`src/irp_pkg.sv`:
```
`default_nettype none
// ----------------------------------------------------------------------------
// irp_pkg: shared types and constants of the idle residency profiler
// Payload structs, action and status codes, controller/datapath interface.
// ----------------------------------------------------------------------------
package irp_pkg;

    localparam int DEF_NUM_CPUS        = 8;
    localparam int DEF_NUM_IDLE_STATES = 4;
    localparam int DEF_NUM_BINS        = 32;
    localparam int DEF_NUM_CLUSTERS    = 3;
    localparam int NUM_CLUSTER_REGS    = 3;

    localparam logic [2:0] ACT_ENTER = 3'd0;
    localparam logic [2:0] ACT_EXIT  = 3'd1;
    localparam logic [2:0] ACT_START = 3'd2;
    localparam logic [2:0] ACT_STOP  = 3'd3;
    localparam logic [2:0] ACT_LOAD  = 3'd4;
    localparam logic [2:0] ACT_READ  = 3'd5;

    localparam logic [2:0] STS_OK          = 3'd0;
    localparam logic [2:0] STS_IGNORED     = 3'd1;
    localparam logic [2:0] STS_ALREADY     = 3'd2;
    localparam logic [2:0] STS_NOT_STARTED = 3'd3;
    localparam logic [2:0] STS_NO_ENTRY    = 3'd4;

    localparam logic [1:0] REG_CLUSTER0 = 2'd0;
    localparam logic [1:0] REG_CLUSTER1 = 2'd1;
    localparam logic [1:0] REG_CLUSTER2 = 2'd2;

    typedef struct packed {
        logic [2:0]  action;
        logic [2:0]  cpu;
        logic [1:0]  state_index;
        logic        cancel;
        logic [21:0] freq_khz;
        logic [1:0]  cluster_sel;
        logic [4:0]  bin;
        logic [47:0] now_us;
    } irp_in_t;

    typedef struct packed {
        logic [2:0]  status;
        logic [47:0] residency_us;
        logic [31:0] entry_total;
        logic [31:0] cancel_total;
        logic [47:0] profile_length_us;
        logic        running;
    } irp_out_t;

    typedef struct packed {
        logic [47:0] stamp;
        logic        valid;
        logic [47:0] residency;
        logic [31:0] entries;
        logic [31:0] cancels;
    } irp_stat_t;

    typedef enum logic [2:0] {
        OPC_NONE,
        OPC_ENTER,
        OPC_EXIT,
        OPC_READ,
        OPC_START
    } irp_opc_t;

    typedef struct packed {
        logic capture;
        logic do_imm;
        logic clr_init;
        logic clr_step;
        logic clr_all;
        logic lef_rd;
        logic srch_init;
        logic key_lef;
        logic ftab_rd;
        logic srch_next;
        logic srch_done;
        logic stat_rd;
        logic stat_mod;
        logic emit;
    } irp_cmd_t;

    typedef struct packed {
        irp_opc_t opc;
        logic     clr_last;
        logic     bin_match;
        logic     bin_last;
        logic     out_full;
    } irp_sts_t;

endpackage
`default_nettype wire

```
`src/irp_ctrl.sv`:
```
`default_nettype none
// ----------------------------------------------------------------------------
// irp_ctrl: sequencer of the idle residency profiler
// Steps each accepted beat through decode, bin search, statistics
// read-modify-write and result hand-off; runs the memory clearing sweeps.
// ----------------------------------------------------------------------------
module irp_ctrl (
    input  wire logic              aclk,
    input  wire logic              aresetn,
    input  wire logic              s_valid,
    output logic                   s_ready,
    input  wire irp_pkg::irp_sts_t sts,
    output irp_pkg::irp_cmd_t      cmd
);
    import irp_pkg::*;

    typedef enum logic [3:0] {
        S_CLR_ALL, S_IDLE, S_DECODE, S_CLR_STAT, S_LEF_RD, S_LEF_WAIT,
        S_SRCH_RD, S_SRCH_CMP, S_STAT_RD, S_STAT_MOD, S_DONE
    } state_t;

    state_t state_reg, state_next;

    always_ff @(posedge aclk) begin
        if (!aresetn) begin
            state_reg <= S_CLR_ALL;
        end else begin
            state_reg <= state_next;
        end
    end

    assign s_ready = (state_reg == S_IDLE);

    always_comb begin
        cmd        = '0;
        state_next = state_reg;
        case (state_reg)
            S_CLR_ALL: begin
                cmd.clr_step = 1'b1;
                cmd.clr_all  = 1'b1;
                if (sts.clr_last) state_next = S_IDLE;
            end
            S_IDLE: begin
                if (s_valid) begin
                    cmd.capture = 1'b1;
                    state_next  = S_DECODE;
                end
            end
            S_DECODE: begin
                case (sts.opc)
                    OPC_ENTER: begin
                        cmd.srch_init = 1'b1;
                        state_next    = S_SRCH_RD;
                    end
                    OPC_EXIT:  state_next = S_LEF_RD;
                    OPC_READ:  state_next = S_STAT_RD;
                    OPC_START: begin
                        cmd.clr_init = 1'b1;
                        state_next   = S_CLR_STAT;
                    end
                    default: begin
                        cmd.do_imm = 1'b1;
                        state_next = S_DONE;
                    end
                endcase
            end
            S_CLR_STAT: begin
                cmd.clr_step = 1'b1;
                if (sts.clr_last) state_next = S_DONE;
            end
            S_LEF_RD: begin
                cmd.lef_rd = 1'b1;
                state_next = S_LEF_WAIT;
            end
            S_LEF_WAIT: begin
                cmd.srch_init = 1'b1;
                cmd.key_lef   = 1'b1;
                state_next    = S_SRCH_RD;
            end
            S_SRCH_RD: begin
                cmd.ftab_rd = 1'b1;
                state_next  = S_SRCH_CMP;
            end
            S_SRCH_CMP: begin
                if (sts.bin_match || sts.bin_last) begin
                    cmd.srch_done = 1'b1;
                    state_next    = S_STAT_RD;
                end else begin
                    cmd.srch_next = 1'b1;
                    state_next    = S_SRCH_RD;
                end
            end
            S_STAT_RD: begin
                cmd.stat_rd = 1'b1;
                state_next  = S_STAT_MOD;
            end
            S_STAT_MOD: begin
                cmd.stat_mod = 1'b1;
                state_next   = S_DONE;
            end
            S_DONE: begin
                if (!sts.out_full) begin
                    cmd.emit   = 1'b1;
                    state_next = S_IDLE;
                end
            end
            default: state_next = S_IDLE;
        endcase
    end

    // The statistics update always uses data fetched in the cycle before.
    a_mod_after_rd: assert property (@(posedge aclk) disable iff (!aresetn)
        cmd.stat_mod |-> $past(cmd.stat_rd))
        else $error("statistics update without a preceding read");

    a_one_result: assert property (@(posedge aclk) disable iff (!aresetn)
        cmd.emit |=> !cmd.emit && s_ready)
        else $error("result emitted twice for one beat");

    a_excl: assert property (@(posedge aclk) disable iff (!aresetn)
        $onehot0({cmd.capture, cmd.emit, cmd.clr_step, cmd.stat_mod, cmd.ftab_rd}))
        else $error("conflicting datapath commands");

    a_no_accept_clr: assert property (@(posedge aclk) disable iff (!aresetn)
        cmd.clr_step |-> !s_ready)
        else $error("input accepted during a clearing sweep");

endmodule
`default_nettype wire

```
`config.mk`:
```
export PLATFORM = sky130hd
export DESIGN_NAME = irp_ctrl
export DESIGN_NICKNAME = d
export VERILOG_FILES = /design/src/irp_pkg.sv /design/src/irp_ctrl.sv
export SDC_FILE = /design/constraint.sdc
export NUM_CORES = 1
export LEC_CHECK = 0
export ABC_CLOCK_PERIOD_IN_PS = 1400
export BUFFER_PORTS_ARGS = -buffer_cell sky130_fd_sc_hd__clkbuf_2
export CORE_AREA = 2 2 39 41
export CTS_BUF_LIST = sky130_fd_sc_hd__clkbuf_4
export DETAILED_ROUTE_END_ITERATION = 12
export DIE_AREA = 0 0 41 43
export GPL_TIMING_DRIVEN = 1
export PLACE_DENSITY = 0.72
export SYNTH_ARGS = -nofsm -noshare
export SYNTH_HDL_FRONTEND = slang
export SYNTH_SLANG_ARGS = --single-unit
```
`constraint.sdc`:
```
create_clock -name aclk -period 1.4 [get_ports aclk]
set_input_delay 0.14 -clock aclk [delete_from_list [all_inputs] [get_ports aclk]]
set_output_delay 0.14 -clock aclk [all_outputs]
set_load 0.01 [all_outputs]
```
**Yosys cells after proc, flatten, opt, wreduce, memory -nomap -nowiden**

Cells that the tools add are included.

- Eq/ne operators: 18
- Mux-type cells: 26
- Reduce and logical (&&, ||, !) cells: 5

Operators by type and width:

| cell | count |
|---|---|
| case mux 4 bit (11 select lines) | 1 |
| two-way mux 4 bit | 5 |
| == test 4 x 3 -> 1 bit (second input constant) | 4 |
| two-way mux 1 bit | 16 |
| case mux 4 bit (4 select lines) | 1 |
| == test 4 bit (second input constant) | 3 |
| == test 4 x 2 -> 1 bit (second input constant) | 2 |
| inequality test 2 bit (second input constant) | 4 |
| == test 3 x 2 -> 1 bit (second input constant) | 2 |
| == test 4 x 1 -> 1 bit (second input constant) | 1 |
| zero test 4 bit | 1 |
| two-way mux 2 bit | 2 |
| AND reduction 4 bit | 1 |
| OR reduction 4 bit | 1 |
| == test 3 x 1 -> 1 bit (second input constant) | 1 |
| == test 3 bit (second input constant) | 1 |
| case mux 1 bit (2 select lines) | 1 |
| OR reduction 2 bit | 1 |
| logical OR 1 bit | 1 |

- Register bits after elaboration: 4
- Input port bits: 10
- Output and inout bits: 15
- Logic and storage cells: 50

**Depth between registers and ports, before layout**

Gate-level depths: netlist of the first run.

- Word-level depth: 4
- Gate-level depth with buffers: 5
- Mapped depth without buffers: 4

**Least setup slack after synthesis of the first run**

No wires, ideal clock.

- Path kind: reg2reg
- Start point: register state_reg[1]
- End point: register state_reg[1]
- Setup time: 0.061 ns
- Arrival: 1.303 ns
- Required time: 1.339 ns
- Slack: 0.037 ns
- Stages on the path, launching flop included: 6
- Path buffers: 1
- Clock period less this slack: 1.363 ns
- Cells stage by stage: dfxtp_1 buf_6 mux2_4 or3_1 a21oi_2 a32o_1

- Word-level cells in the longest chain between the ends: 3
- Elaborated cells between the ends (all ways): 17
- Classes of those cells: 14 x eq/ne; 1 x mux; 2 x reduce/logical

RTL lines:

| what | RTL line | source |
|---|---|---|
| from (decl) | irp_ctrl.sv:22 | `state_t state_reg, state_next;` |
| from (signal assigned) | irp_ctrl.sv:28 | `state_reg <= state_next;` |
| == test 4 x 2 -> 1 bit (tied with other cells) | irp_ctrl.sv:37 | `case (state_reg)` |
| inequality test 2 bit (no line) | n/a |  |
| AND reduction 4 bit (no line) | n/a |  |

Several ways; a longest one is shown, not always the timed one.
A chain may end at the register's enable or synchronous reset.

==> results of run 1 <==
## layer usage
layer | wire (microns) | vias up | share of wire [%] | GRT usage (%)
li1 | - | 344 | - | -
met1 | 658 | 339 | 40 | 22.2
met2 | 894 | 26 | 54 | 32.2
met3 | 98 | 0 | 5.9 | 6.28
met4 | 0 | 0 | 0 | 4.00
met5 | 0 | - | 0 | 0
## power breakdown
| part | total, uW | internal (uW) | switching [uW] |
|---|---|---|---|
| Clock | 150 | 96.2 | 53.4 |
| Combinational | 301 | 156 | 145 |
| Sequential | 134 | 121 | 12.4 |
| Total | 584 | 373 | 211 |
## worst register-to-register path, stage by stage (launching register included)
cell and delay [ps]:
dfxtp_4 360, and2b_1 220, buf_6 140, a31oi_2 210
a21oi_2 90, a32o_1 250
## layout make-up
class,count,area [sq um],share of cell area (%)
well taps,16,20.0,2.37
multi-input cells,62,463,54.8
repair buffers,37,236,28.0
flip-flops and latches,4,95.1,11.3
clock buffers,3,22.5,2.67
inverters,2,7.51,0.889
## worst max path at each step
stage and to:
2_1_floorplan state_reg[1], 3_3_place_gp state_reg[3], 3_5_place_dp state_reg[1], 4_1_cts cmd[4], 5_1_grt cmd[10], 6_report cmd[11]
## kinds of logic after synthesis
logic type / synth area share, %
mux: 3.01
xor+xnor: 3.52
buf+inv: 8.29
compound gates: 28.9
simple gates: 40.2
flops: 16.1
## through the flow
step / hold WS, ps / setup WS, ps
2_1_floorplan: 262 / 36.5
3_3_place_gp: 436 / 5.39
3_5_place_dp: 448 / -4.02
4_1_cts: 188 / 11.0
5_1_grt: 191 / -43.1
6_report: 193 / 14.1
## repair_timing
item / 4_1_cts / 5_1_grt
endpoints found under the hold margin: 0 / 0
setup buffers: 3 / 0
hold buffers: 0 / 0
setup endpoints to repair: 16 / 11
cloned: 0 / 0
pin swaps: 0 / 0
resized for setup: 14 / 22
## placed cells by master (no fill, tap or decap), drive strengths merged, types with 2 or more instances in the layout
cell type  count
clkbuf        21
buf           19
nor2          10
nand2          8
nor3           6
dfxtp          4
nand2b         4
o21ai          4
nor4           4
a221oi         3
inv            2
and3           2
xnor2          2
a211o          2
a211oi         2
==> flow_summary_export.csv, run 1 <==
group,metric,value,unit
worst_setup_path,setup.worst_path.end_class,"output port",
global_routing,grt_pass1_wl,2340,microns
logic_synthesis,synth.most_common_cell,"nor2_1",
layout,largest_reg_flops,4,
timing,fin_crit_sh,99.0,%
cts,htreeDepth,1,
worst_setup_path,cp_num_cells,4,
timing,worst_pin_slew,388,ps
global_routing,grt_pass1_vias,572,
worst_setup_path,cp.required,1260,ps
layout,fin_util,61.0,%
timing,hold_viol_final,0,
cts,cts_tree,"yes",
layout,drive_gt1_share,56.5,%
timing,relSlewSlack,74.1,%
worst_hold_path,min_from,"aresetn",
route,vias,709,
logic_synthesis,syn_inst,74,
cts,clk_latency,250,ps
worst_setup_path,crit_family,"simple AND/OR/NAND/NOR gates",
route,drt_iter0_drc,16,
floorplan,core_area,0.00138,sq mm
layout,fin_cells,124,
cts,clock_tree.root_cell,"clkbuf_4",
route,post_drt_via_cell_ratio,5.72,
cts,clk_pin_slew,40,ps
placement,dp.cells,119,
logic_synthesis,synth_area,498,sq um
logic_synthesis,synth.top_cell.area_share,16.1,%
global_routing,grt_start_max_net_pins,15,
cts,clockBufferDepth,2,
route,totalWireLength,1650,microns
placement,numPortBuffers,24,
floorplan,die_height,43,microns
placement,place_congestion,0.782,
route,drt_first_pass_iters,4,
timing,period_minus_slack,1390,ps
timing,rsz0062_at_grt,"yes",
timing,setup_viol,0,
timing,finClkSkew,9.67,ps
worst_setup_path,crit_fanout,5,
logic_synthesis,synthArstFlopShare,0,%
cts,clock_sinks,4,
worst_setup_path,rrSetupSlack,30,ps
layout,final_area,845,sq um
logic_synthesis,yosysTopAreaCell,"dfxtp_1",
timing,fin_setup_tns,0,ps
layout,layout.nets,120,
floorplan,dieArea,0.00176,sq mm
floorplan,rows,14,
pwr,power.total,584,uW
pwr,max-vdd-ir-drop,0.531,mV
worst_setup_path,rr_startpoint,"state_reg[0]",
worst_hold_path,holdPathStages,3,
layout,insertedDiodeCount,0,
global_routing,globalRouteOverflowTotal,0,
worst_setup_path,worstSetupStartpoint,"state_reg[0]",
worst_setup_path,path_class,"register to output port",
worst_hold_path,holdPathEnd,"state_reg[0]",
route,avgRoutedWirePerCell,13.3,microns
worst_setup_path,crit_path_start_kind,"register",
run_status,status,"finished clean",
worst_setup_path,arrival,1250,ps
timing,fmax,722,MHz
worst_setup_path,crit_path_max_incr_delay,350,ps
logic_synthesis,yosysUniqueCellTypes,32,
logic_synthesis,synth_edf_count,0,
logic_synthesis,seq_area_frac_synth,16.1,%
route,final_antenna_net_count,0,
global_routing,antenna_found_initial,0,
logic_synthesis,syn_avg_cell_area,6.73,sq um
worst_setup_path,cp_slowest_cell,"dfxtp_4",
pwr,total_leakage_power,0.000377,uW
worst_setup_path,ff2ff_path_depth,5,
worst_setup_path,crit_path_cell_trace,"and2b_1, buf_6, and3_1, clkbuf_2",
logic_synthesis,synth_fp_nets,84,
timing,slew_violations,0,
layout,fillerInstances,132,
floorplan,pin_count,25,
layout,syn_to_final_growth,69.6,%
placement,dpl_cell_area,687,sq um
logic_synthesis,synth_top_flop_cell,"dfxtp_1",
flow_run,drv_cap,0,
floorplan,die_w,41,microns
global_routing,track_usage,19.1,%
logic_synthesis,yosys_warnings,0,
worst_setup_path,cp.buffers_inverters,2,
logic_synthesis,synth_area_leaders,"dfxtp_1, nor2_1, nor3_1",
logic_synthesis,synth_seq_cells,4,
worst_hold_path,worstHoldPathType,"input port to register",
logic_synthesis,ys_top_cells_by_count,"nor2_1, nand2_1, nor3_1",
route,drc,0,
pwr,powerDensity,692,mW/mm^2
cts,cts_buffers,3,
worst_setup_path,r2r_end,"state_reg[1]",
floorplan,start_util,36.0,%
No activity file was read; power rests on OpenSTA's default activity.
==> inputs of run 2 (changes only) <==
--- a/config.mk
+++ b/config.mk
@@ -6,13 +6,13 @@
 export NUM_CORES = 1
 export LEC_CHECK = 0
 export ABC_CLOCK_PERIOD_IN_PS = 1400
-export BUFFER_PORTS_ARGS = -buffer_cell sky130_fd_sc_hd__clkbuf_2
 export CORE_AREA = 2 2 39 41
 export CTS_BUF_LIST = sky130_fd_sc_hd__clkbuf_4
 export DETAILED_ROUTE_END_ITERATION = 12
 export DIE_AREA = 0 0 41 43
+export DONT_BUFFER_PORTS = 1
 export GPL_TIMING_DRIVEN = 1
-export PLACE_DENSITY = 0.72
+export PLACE_DENSITY = 0.55
 export SYNTH_ARGS = -nofsm -noshare
 export SYNTH_HDL_FRONTEND = slang
 export SYNTH_SLANG_ARGS = --single-unit
==> run 2 against run 1 <==
  * The flow now finishes with violations (negative setup slack)
  * Wire length down 3.6%
  * Critical path depth unchanged
  * Die area unchanged
  * Worst hold slack worse by 170 ps
  * Clock skew down 4.9 ps
  * Global-route usage down 0.32 points
  * Fmax down 1.8%
  * Utilization down 3.9 points
==> flow_summary_export.csv, run 2 (synthesized netlist as in run 1, its figures left out) <==
group,metric,value,unit
run_status,status,"complete, but fails checks",
run_status,violations,"negative setup slack",
pwr,max-vdd-ir-drop,0.399,mV
worst_setup_path,r2r_end,"state_reg[1]",
route,avgRoutedWirePerCell,14.6,microns
pwr,power_frac_comb,46.9,%
pwr,switching_share,35.1,%
floorplan,core_area,0.00138,sq mm
route,drc,0,
cts,cts_tree,"yes",
global_routing,grt_start_max_net_pins,16,
cts,ctsHoldBuffers,0,
global_routing,grt_pass1_vias,560,
pwr,seq_power_share,25.8,%
timing,relSlewSlack,72.3,%
timing,slew_violations,0,
layout,layout_common_cells,"buf_4, nor2_1, nand2_1, dfxtp_4",
route,drt_iter0_drc,27,
global_routing,met3_usage,8.38,%
worst_setup_path,worstSetupStartpoint,"state_reg[0]",
worst_setup_path,arrival,1270,ps
layout,ff_latch_area,95.1,sq um
timing,fin_crit_sh,101,%
timing,hold_slack,26.7,ps
pwr,total_leakage_power,0.000315,uW
pwr,powerDensity,669,mW/mm^2
layout,fin_cells,109,
route,drt_first_pass_iters,4,
floorplan,pin_count,25,
timing,period_minus_slack,1410,ps
worst_setup_path,crit_fanout,8,
worst_setup_path,crit_end,"cmd[10]",
cts,clock_sinks,4,
cts,clk_pin_slew,40,ps
global_routing,grt-busiest-layer,"met2",
layout,layout.nets,105,
layout,final_area,791,sq um
flow_run,drv_cap,0,
timing,hold_viol_final,0,
layout,final_common_cell,"buf_4",
layout,syn_to_final_growth,58.8,%
worst_hold_path,worstHoldPathType,"input port to register",
worst_setup_path,cp_slowest_cell,"dfxtp_4",
global_routing,grt_pass1_wl,2300,microns
placement,place_congestion,0.799,
route,final_antenna_net_count,0,
pwr,p_int,343,uW
placement,numPortBuffers,0,
cts,htreeDepth,1,
layout,fin_util,57.1,%
pwr,power.total,529,uW
floorplan,start_util,36.0,%
global_routing,antenna_found_initial,0,
floorplan,die_w,41,microns
pwr,switching_power,186,uW
worst_setup_path,cpMostUsedCell,"buf_4",
timing,layout_setup_ws,-10.8,ps
timing,setup_viol,2,
layout,multiInputGateArea,477,sq um
placement,dp_hpwl,1040,microns
worst_setup_path,rr_startpoint,"state_reg[1]",
route,post_drt_via_cell_ratio,6.09,
global_routing,track_usage,18.8,%
global_routing,grt_util_met2,26.9,%
timing,finClkSkew,4.81,ps
worst_setup_path,setup.worst_path.end_class,"output port",
layout,insertedDiodeCount,0,
layout,fillerInstances,139,
worst_setup_path,cp.required,1260,ps
floorplan,rows,14,
cts,cts_buffers,3,
worst_setup_path,crit_path_cell_trace,"and2b_2, buf_4, nor4_4, buf_4",
worst_setup_path,path_class,"register to output port",
layout,largest_reg_flops,4,
timing,fmax,709,MHz
route,vias,664,
cts,clock_tree.root_cell,"clkbuf_4",
worst_setup_path,crit_path_max_incr_delay,370,ps
placement,dp.cells,100,
global_routing,grt_use_met1,26.3,%
timing,rsz0062_at_grt,"yes",
cts,clk_latency,240,ps
floorplan,dieArea,0.00176,sq mm
cts,clockBufferDepth,2,
route,totalWireLength,1590,microns
timing,worst_pin_slew,414,ps
pwr,p_clk_share,27.2,%
global_routing,globalRouteOverflowTotal,0,
placement,dpl_cell_area,604,sq um
worst_setup_path,crit_path_start_kind,"register",
layout,drive_gt1_share,48.4,%
floorplan,die_height,43,microns
worst_setup_path,rrSetupSlack,-10,ps
worst_setup_path,ff2ff_path_depth,4,
-- run 2: cell count changes in the layout (fill, tap and decap cells not counted), moves of 4 or more --
cell and change:
buf_2 -6, buf_6 -4, clkbuf_2 -18, buf_4 +13
-- run 2: how the worst min path moves through the flow --
stage             from           end  slack, ps  depth (start not counted)
3_3_place_gp   aresetn  state_reg[2]        270                          1
6_report       aresetn  state_reg[2]         30                          1
2_1_floorplan  aresetn  state_reg[2]        260                          1
3_5_place_dp   aresetn  state_reg[2]        270                          1
5_1_grt        aresetn  state_reg[2]         30                          1
4_1_cts        aresetn  state_reg[2]         30                          1
-- run 2: metal layers --
metal,up-vias,share of wire [%]
li1,317,-
met2,33,49
met5,-,0
met4,0,0
met1,314,43
met3,0,8.2
-- run 2: timing repair --
action	in CTS	in global routing
endpoints found under the hold margin	0	0
setup buffers	1	5
endpoints found under the setup margin	17	13
resized for setup	15	15
-- run 2: stage by stage --
| step | TNS [ps] | setup WS [ps] |
|---|---|---|
| final | -19.8 | -10.8 |
| after global routing | -317 | -93.5 |
| after CTS | 0 | 6.06 |
| after detailed placement | -94.7 | -52.4 |
| after global placement | -19.1 | -13.2 |
| after floorplan | 0 | 36.5 |
-- run 2: critical path, delay by kind of cell (launching register included) --
| kind | cells | cell delay [ps] |
|---|---|---|
| buf+inv | 2 | 300 |
| flops | 1 | 370 |
| simple gates | 2 | 360 |
-- run 2: area by class of cell --
cell class | instances | area share, %
Clock buffer | 3 | 2.85
Inverter | 2 | 0.949
Multi-Input combinational cell | 62 | 60.3
Sequential cell | 4 | 12.0
Tap cell | 16 | 2.53
Timing Repair Buffer | 22 | 21.4
-- run 2: power by group through the flow --
stage          logic [uW]  clock network [uW]  registers [uW]
2_1_floorplan         139                   0             129
3_3_place_gp          195                   0             140
3_5_place_dp          195                   0             140
4_1_cts               208                 146             139
5_1_grt               270                 161             139
6_report              248                 144             137
==> inputs of run 3 (changes only) <==
--- a/config.mk
+++ b/config.mk
@@ -13,6 +13,7 @@
 export DONT_BUFFER_PORTS = 1
 export GPL_TIMING_DRIVEN = 1
 export PLACE_DENSITY = 0.55
+export REMOVE_ABC_BUFFERS = 1
 export SYNTH_ARGS = -nofsm -noshare
 export SYNTH_HDL_FRONTEND = slang
 export SYNTH_SLANG_ARGS = --single-unit
==> run 3 against run 2 <==
  * The run now ends clean
  * Global-route usage fell by 1.3 points
  * Combinational power up 15%
  * Fmax rose by 1.4%
  * Clock power hardly changed
  * Utilization is 2.3 points higher
  * Largest cell class unchanged
  * Highest routed layer unchanged
==> flow_summary_export.csv, run 3 (synthesized netlist as in run 1, its figures left out) <==
group,metric,value,unit
cts,clock_tree.root_cell,"clkbuf_4",
floorplan,die_w,41,microns
worst_setup_path,crit_fanout,6,
timing,rsz0062_at_grt,"yes",
layout,largest_reg_flops,4,
global_routing,track_usage,17.5,%
timing,slew_violations,0,
floorplan,start_util,36.0,%
timing,worst_pin_slew,439,ps
pwr,power_frac_comb,50.5,%
route,avgRoutedWirePerCell,15.4,microns
route,drc,0,
flow_run,drv_cap,0,
layout,layout_common_cells,"buf_4, nor2_1, nand2_1, nor3_1, dfxtp_4",
layout,drive_gt1_share,49.5,%
layout,syn_to_final_growth,65.1,%
floorplan,pin_count,25,
placement,dpl_cell_area,597,sq um
layout,final_common_cell,"buf_4",
route,drt_iter0_drc,15,
global_routing,grt_pass1_wl,2170,microns
placement,pre_cts_slack,8.93,ps
floorplan,dieArea,0.00176,sq mm
pwr,switching_share,35.1,%
cts,ctsHoldBuffers,0,
layout,final_area,822,sq um
cts,clock_sinks,4,
timing,period_minus_slack,1390,ps
run_status,status,"finished clean",
global_routing,antenna_found_initial,0,
worst_setup_path,arrival,1560,ps
pwr,p_clk_share,25.0,%
route,drt_first_pass_iters,4,
pwr,power.total,567,uW
floorplan,die_height,43,microns
pwr,p_int,368,uW
floorplan,core_area,0.00138,sq mm
cts,clk_pin_slew,40,ps
timing,layout_setup_ws,8.43,ps
pwr,switching_power,199,uW
layout,fin_util,59.4,%
global_routing,grt_pass1_vias,527,
layout,fillerInstances,136,
worst_setup_path,path_class,"register to register",
placement,place_congestion,0.775,
timing,fin_crit_sh,99.4,%
timing,fin_setup_tns,0,ps
timing,relSlewSlack,70.6,%
pwr,powerDensity,689,mW/mm^2
worst_setup_path,setup.worst_path.end_class,"register",
placement,numPortBuffers,0,
layout,layout.nets,103,
cts,cts_buffers,3,
worst_setup_path,rrSetupSlack,8,ps
global_routing,grt_start_max_net_pins,15,
timing,finClkSkew,4.03,ps
layout,ff_latch_area,95.1,sq um
global_routing,globalRouteOverflowTotal,0,
cts,clockBufferDepth,2,
cts,clk_latency,230,ps
worst_hold_path,worstHoldPathType,"input port to register",
floorplan,rows,14,
layout,multiInputGateArea,489,sq um
cts,cts_tree,"yes",
worst_setup_path,crit_path_start_kind,"register",
cts,htreeDepth,1,
placement,dp_hpwl,1100,microns
route,post_drt_via_cell_ratio,6.17,
timing,hold_viol_final,0,
timing,fmax,719,MHz
route,final_antenna_net_count,0,
route,totalWireLength,1650,microns
route,vias,660,
pwr,seq_power_share,24.5,%
layout,insertedDiodeCount,0,
pwr,total_leakage_power,0.000320,uW
pwr,max-vdd-ir-drop,0.413,mV
worst_setup_path,cp.required,1570,ps
timing,setup_viol,0,
run 3: what timing repair did:
item | in CTS | in global routing
pin swaps | 0 | 2
buffers inserted | 0 | 4
gates resized for setup | 11 | 21
endpoints found under the setup margin | 13 | 10
gates cloned | 0 | 1
run 3: power groups by stage:
| stage | combinational (uW) | sequential, uW | clock [uW] |
|---|---|---|---|
| after floorplan | 113 | 145 | 0 |
| after detailed placement | 198 | 137 | 0 |
| after global routing | 307 | 141 | 155 |
| after CTS | 207 | 138 | 147 |
| after global placement | 198 | 136 | 0 |
| final | 286 | 139 | 141 |
run 3: critical path: stages, from the launching register on:
cell and delay, ps:
dfxtp_4 390, mux2_4 300, or3_1 320, a21oi_2 150, a32o_1 170
run 3: worst paths after layout:
kind / startpoint / cells after the start / endpoint
worst min-delay path: aresetn / 1 / state_reg[2]
worst min register to register: state_reg[0] / 3 / state_reg[0]
worst max register to register: state_reg[1] / 4 / state_reg[1]
worst max-delay path: state_reg[1] / 4 / state_reg[1]
run 3: per-layer routing:
layer	wire, microns	GRT usage, %	vias up
met4	0	5.33	0
met5	0	0	-
met1	686	23.2	323
met3	128	4.71	0
li1	-	-	310
met2	835	26.6	27
run 3: layout make-up:
cell class,instances,area share [%]
Multi-Input combinational cell,62,59.5
Sequential cell,4,11.6
Timing Repair Buffer,20,22.8
Clock buffer,3,2.74
Inverter,2,0.913
Tap cell,16,2.44
run 3: metrics by stage:
stage                     cells  hold WS, ps
after detailed placement     99          269
after global placement       99          266
final                       107         31.0
after floorplan              68          262
after global routing        107         42.9
after CTS                   102         27.3
